===== config.mk =====
export PLATFORM = sky130hd
export DESIGN_NAME = bsc_temp
export DESIGN_NICKNAME = d
export VERILOG_FILES = /design/src/rtl/bsc_pkg.sv /design/src/rtl/bsc_temp.sv
export SDC_FILE = /design/constraint.sdc
export NUM_CORES = 2
export LEC_CHECK = 0
export BUFFER_PORTS_ARGS = -buffer_cell sky130_fd_sc_hd__buf_2
export CORE_MARGIN = 1
export CORE_UTILIZATION = 60
export CTS_CLUSTER_DIAMETER = 150
export DETAILED_ROUTE_END_ITERATION = 16
export PLACE_DENSITY = 0.91
export SLEW_MARGIN = 20
export SYNTH_ARGS = -nofsm -noshare
export SYNTH_HDL_FRONTEND = slang
export SYNTH_SLANG_ARGS = --single-unit

===== constraint.sdc =====
create_clock -name clk_i -period 6.85 [get_ports clk_i]
set_clock_uncertainty 0.05 [all_clocks]
set_input_delay 0 -clock clk_i [delete_from_list [all_inputs] [get_ports clk_i]]
set_output_delay 0 -clock clk_i [all_outputs]
set_load 0.01 [all_outputs]

===== src/rtl/bsc_pkg.sv =====
// Shared types and constants for the barometric compensation pipeline.
// Used by every module under rtl/; depends on nothing else.
package bsc_pkg;

  // Fixed field widths
  localparam int unsigned RAW_W   = 20;
  localparam int unsigned TFINE_W = 27;  // fine temperature never exceeds 2^25 in magnitude
  localparam int unsigned DVS_W   = 31;  // |v1| <= 2^30 after the 33-bit shift
  localparam int unsigned OUT_W   = 32;

  // Pipeline depth of each section
  localparam int unsigned TEMP_STAGES = 4;
  localparam int unsigned COEF_STAGES = 6;
  localparam int unsigned DIV_STAGES  = 64;
  localparam int unsigned POST_STAGES = 6;
  localparam int unsigned LATENCY     = TEMP_STAGES + COEF_STAGES + DIV_STAGES + POST_STAGES;

  // Polynomial constants
  localparam logic signed [TFINE_W-1:0] TEMP_OFFSET = 27'sd128000;
  localparam logic [63:0] NUMER_SCALE  = 64'd3125;
  localparam logic signed [63:0] V1_BIAS = 64'sd140737488355328;  // 2^47

  // Configuration register indexes
  typedef enum logic [1:0] {
    CFG_TEMP       = 2'd0,
    CFG_PRESS_LO   = 2'd1,
    CFG_PRESS_HI   = 2'd2,
    CFG_PRESS_LAST = 2'd3
  } bsc_cfg_e;

  // Temperature section -> coefficient section
  typedef struct packed {
    logic signed [TFINE_W-1:0] tfine;
    logic [RAW_W-1:0]          raw_p;
  } bsc_tmp_t;

  // Fields that ride alongside the divider
  typedef struct packed {
    logic signed [TFINE_W-1:0] tfine;
    logic [DVS_W-1:0]          dvs;
    logic                      qneg;
    logic                      invalid;
  } bsc_side_t;

  // Coefficient section -> divider
  typedef struct packed {
    bsc_side_t   side;
    logic [63:0] dvd;
  } bsc_div_t;

  // Divider -> post section
  typedef struct packed {
    logic signed [TFINE_W-1:0] tfine;
    logic [63:0]               quot;
    logic                      qneg;
    logic                      invalid;
  } bsc_quo_t;

  // Final result beat
  typedef struct packed {
    logic signed [OUT_W-1:0] tfine;
    logic [OUT_W-1:0]        pressure;
    logic                    invalid;
  } bsc_res_t;

endpackage


===== src/rtl/bsc_temp.sv =====
// Temperature section: fine temperature from the raw reading, four stages.
// Depends on bsc_pkg.
module bsc_temp import bsc_pkg::*; (
  input  logic             clk_i,
  input  logic             rst_ni,
  input  logic             valid_i,
  input  logic [RAW_W-1:0] raw_t_i,
  input  logic [RAW_W-1:0] raw_p_i,
  input  logic [47:0]      temp_cal_i,
  output logic             valid_o,
  output bsc_tmp_t         data_o
);

  localparam logic signed [60:0] RND_BIAS = (61'sd1 <<< 34) - 61'sd1;

  logic [15:0]        t1;
  logic signed [15:0] t2;
  logic signed [15:0] t3;
  assign t1 = temp_cal_i[15:0];
  assign t2 = $signed(temp_cal_i[31:16]);
  assign t3 = $signed(temp_cal_i[47:32]);

  logic [TEMP_STAGES-1:0] vld_q;
  logic [RAW_W-1:0]       rp1_q, rp2_q, rp3_q, rp4_q;

  // stage 1: offset against T1
  logic signed [21:0] d_d, d_q;
  assign d_d = $signed({2'b00, raw_t_i}) - $signed({2'b00, t1, 4'b0000});

  // stage 2: linear and square terms
  logic signed [37:0] dt2_d, dt2_q;
  logic signed [43:0] dd_d, dd_q;
  assign dt2_d = d_q * t2;
  assign dd_d  = d_q * d_q;

  // stage 3: full numerator
  logic signed [60:0] lin_x, num_d, num_q;
  assign lin_x = dt2_q;
  assign num_d = (lin_x <<< 20) + dd_q * t3;

  // stage 4: divide by 2^34 toward zero
  logic signed [60:0]        num_r;
  logic signed [TFINE_W-1:0] tf_d, tf_q;
  assign num_r = num_q + (num_q[60] ? RND_BIAS : 61'sd0);
  assign tf_d  = $signed(num_r[60:34]);

  always_ff @(posedge clk_i or negedge rst_ni) begin
    if (!rst_ni) begin
      vld_q <= '0;
    end else begin
      vld_q <= {vld_q[TEMP_STAGES-2:0], valid_i};
    end
  end

  always_ff @(posedge clk_i) begin
    d_q   <= d_d;
    rp1_q <= raw_p_i;
    dt2_q <= dt2_d;
    dd_q  <= dd_d;
    rp2_q <= rp1_q;
    num_q <= num_d;
    rp3_q <= rp2_q;
    tf_q  <= tf_d;
    rp4_q <= rp3_q;
  end

  assign valid_o      = vld_q[TEMP_STAGES-1];
  assign data_o.tfine = tf_q;
  assign data_o.raw_p = rp4_q;

endmodule


==> impl_metrics.json <==
{
  "grt_util_all_layers_pct": 32.1,
  "worstPathRequired_ps": 7310,
  "start_util_pct": 60.9,
  "cp_max_fo": 9,
  "syn2layout_area_growth_pct": 13.2,
  "dr_total_vias": 45488,
  "io_pins": 139,
  "crit_arrival_ps": 7530,
  "max-slew-margin-rel_pct": 38.6,
  "fillers": 6375,
  "syn_area_mm2": 0.0582,
  "period_share_pct": 103,
  "status": "complete, but fails checks",
  "htreeDepth": 2,
  "setup_slack_ps": -215,
  "ys_types": 88,
  "synth_edf_count": 0,
  "die_height_um": 314,
  "startpoint_type": "flop",
  "grt_max_degree": 42,
  "tns_ps": -960,
  "cts_buffer_depth": 3,
  "finalSetupViolations": 10,
  "drt_iter0_drc": 4112,
  "fin_area_mm2": 0.0659,
  "wl_per_cell_um": 20.4,
  "wl_um": 163000,
  "port_buffers": 138,
  "synthArstFlopShare_pct": 1.49,
  "cts_tree": "done",
  "dp_cells": 7800,
  "final_cells": 8018,
  "hp-class": "in -> reg",
  "period_minus_slack_ps": 7060,
  "finalHoldViolCount": 0,
  "via_per_inst": 5.67,
  "cp_slowest_cell": "fa_1",
  "rsz0062_at_grt": "true",
  "critPathBufInv": 7,
  "syn_inst": 6343,
  "drive_gt1_share_pct": 11.1,
  "fp.dieW_um": 314,
  "cts_sinks": 269,
  "max_stage_delay_ps": 720,
  "post_dp_cell_area_mm2": 0.0620,
  "r2r_slack_ps": -210,
  "core_mm2": 0.0956,
  "dpl.hpwl_um": 124000,
  "rows": 113,
  "ys_warn_count": 0,
  "synth-main-ff-cell": "dfxtp_1",
  "dp_slack_ps": -212,
  "post-route-drc-count": 0,
  "path_delay_family": "adder cells",
  "grt-ovfl-total": 0,
  "cts_made_buffers": 34,
  "drt.antenna.violating_nets": 0,
  "antenna_found_initial": 6,
  "end_kind": "flop",
  "dr.pass1.iters": 6,
  "clkLatencyLatePin_ps": 610,
  "synth-seq-cells": 269,
  "cap_viol_max_count": 0,
  "slew_viol_final": 0,
  "die-area_mm2": 0.0983,
  "syn_avg_cell_area_um2": 9.18,
  "grt_pass1_wl_um": 248000,
  "grt_pass1_vias": 50373,
  "worst_pin_slew_ps": 921,
  "fmax_mhz": 142,
  "violations": "setup timing",
  "fin_nets": 8605,
  "clkTransAtPathRegs_ps": 50,
  "criticalPathCategory": "reg -> reg",
  "gp_congestion": 0.966,
  "ys_seq_area_share_pct": 9.28,
  "cp_common_cell": "fa_1",
  "cts_root_buffer": "clkbuf_16"
}
## routing by layer
layer,wire (µm),track usage [%],vias to the layer above
li1,-,-,19007
met1,52500,36.1,22391
met2,79800,56.1,3031
met3,18100,6.79,1057
met4,12900,19.2,2
met5,13,0,-
## sequential cells by signal, indices dropped and copies added (netlist names)
register  count
num_q        59
tf_q         27
d_q          21
vld_q         4
rp1_q        20
rp2_q        20
rp3_q        20
rp4_q        20
dt2_q        37
dd_q         41
## Yosys cell counts (5+ instances only)
cell | count | area (µm²)
a211o_1 | 5 | 43.8
a211oi_1 | 12 | 90.1
a21boi_0 | 7 | 52.6
a21o_1 | 79 | 593
a21oi_1 | 120 | 601
a21oi_2 | 6 | 52.6
a221oi_2 | 5 | 75.1
a311oi_1 | 5 | 43.8
a31o_2 | 8 | 70.1
a31oi_1 | 18 | 113
and2_1 | 380 | 2380
and3_1 | 21 | 131
and4_1 | 6 | 52.6
buf_1 | 6 | 22.5
clkbuf_1 | 224 | 841
dfxtp_1 | 265 | 5310
fa_1 | 1408 | 28200
ha_1 | 381 | 4770
inv_1 | 1822 | 6840
nand2_1 | 833 | 3130
nand2b_1 | 33 | 206
nand3_1 | 45 | 225
nand4_1 | 22 | 138
nor2_1 | 168 | 631
nor2b_1 | 26 | 163
nor3_1 | 17 | 85.1
nor4_1 | 6 | 37.5
o211ai_1 | 10 | 75.1
o21a_1 | 23 | 173
o21ai_0 | 74 | 370
o21ai_1 | 13 | 65.1
o21bai_1 | 19 | 143
o31ai_1 | 5 | 37.5
or2_2 | 5 | 31.3
or3_1 | 6 | 37.5
xnor2_1 | 135 | 1180
xor2_1 | 54 | 473
## placed cells by master, fill, tap and decap left out, types with 11 or more instances in the layout
cell type / instances
inv_1: 1805
fa_1: 1384
nand2_1: 817
and2_1: 371
ha_1: 366
buf_4: 273
dfxtp_1: 232
nor2_1: 157
buf_2: 139
xnor2_1: 132
a21oi_1: 117
dlygate4sd3_1: 101
a21o_1: 79
o21ai_0: 66
xor2_1: 53
nand3_1: 43
clkbuf_16: 43
nand2b_1: 33
nor2b_1: 25
buf_12: 25
fa_2: 24
o21a_1: 23
nand4_1: 22
o21bai_1: 18
dfxtp_4: 18
nor3_1: 17
buf_6: 17
o21ai_1: 16
and3_1: 16
nand2_2: 15
a31oi_1: 15
dfxtp_2: 15
inv_2: 14
ha_4: 11
## cells by family after synthesis
| logic type | after synthesis | synth area share (%) |
|---|---|---|
| AO/OA/AOI/OAI | 450 | 5.26 |
| XOR/XNOR | 189 | 2.84 |
| adder cells (fa/ha/maj) | 1789 | 56.6 |
| buffers and inverters | 2057 | 13.3 |
| flip-flops | 269 | 9.28 |
| multiplexers | 2 | 0.0365 |
| other | 2 | 0.0129 |
| AND/OR/NAND/NOR | 1585 | 12.7 |
## timing repair
action	CTS	global route
cloned	2	9
resized for setup	33	236
pin swaps	9	90
buffers inserted	6	38
hold buffers	101	0
hold endpoints to repair	47	0
endpoints found under the setup margin	13	41
## area by class of cell
class,count,area [µm²],area share [%]
repair buffers,574,4870,7.39
multi-input cells,4022,45800,69.6
inverters,1824,6860,10.4
clock buffers,43,936,1.42
flip-flops and latches,269,5490,8.33
diodes,4,10.0,0.0152
clock inverters,17,315,0.478
well taps,1265,1580,2.40
## stage by stage
| step | util, % | hold WS (ps) |
|---|---|---|
| after detailed placement | 64.9 | -240 |
| after global placement | 64.9 | -247 |
| after CTS | 67.5 | 3.26 |
| final | 69.0 | 13.3 |
| after floorplan | - | -346 |
| after global routing | 69.0 | 8.22 |
## worst paths after layout
check | startpoint | end | depth (start not counted)
max | d_q[11] | dd_q[40] | 25
min | raw_p_i[9] | rp1_q[9] | 2
max reg2reg | d_q[11] | dd_q[40] | 25
min reg2reg | rp2_q[11] | rp3_q[11] | 0
max in group asynchronous | rst_ni | vld_q[3] | 3
min in group asynchronous | rst_ni | vld_q[0] | 3
Power is left out: the tool's default activity adds up to more than one toggle a clock period on the data nets, which glitch-free logic cannot reach.
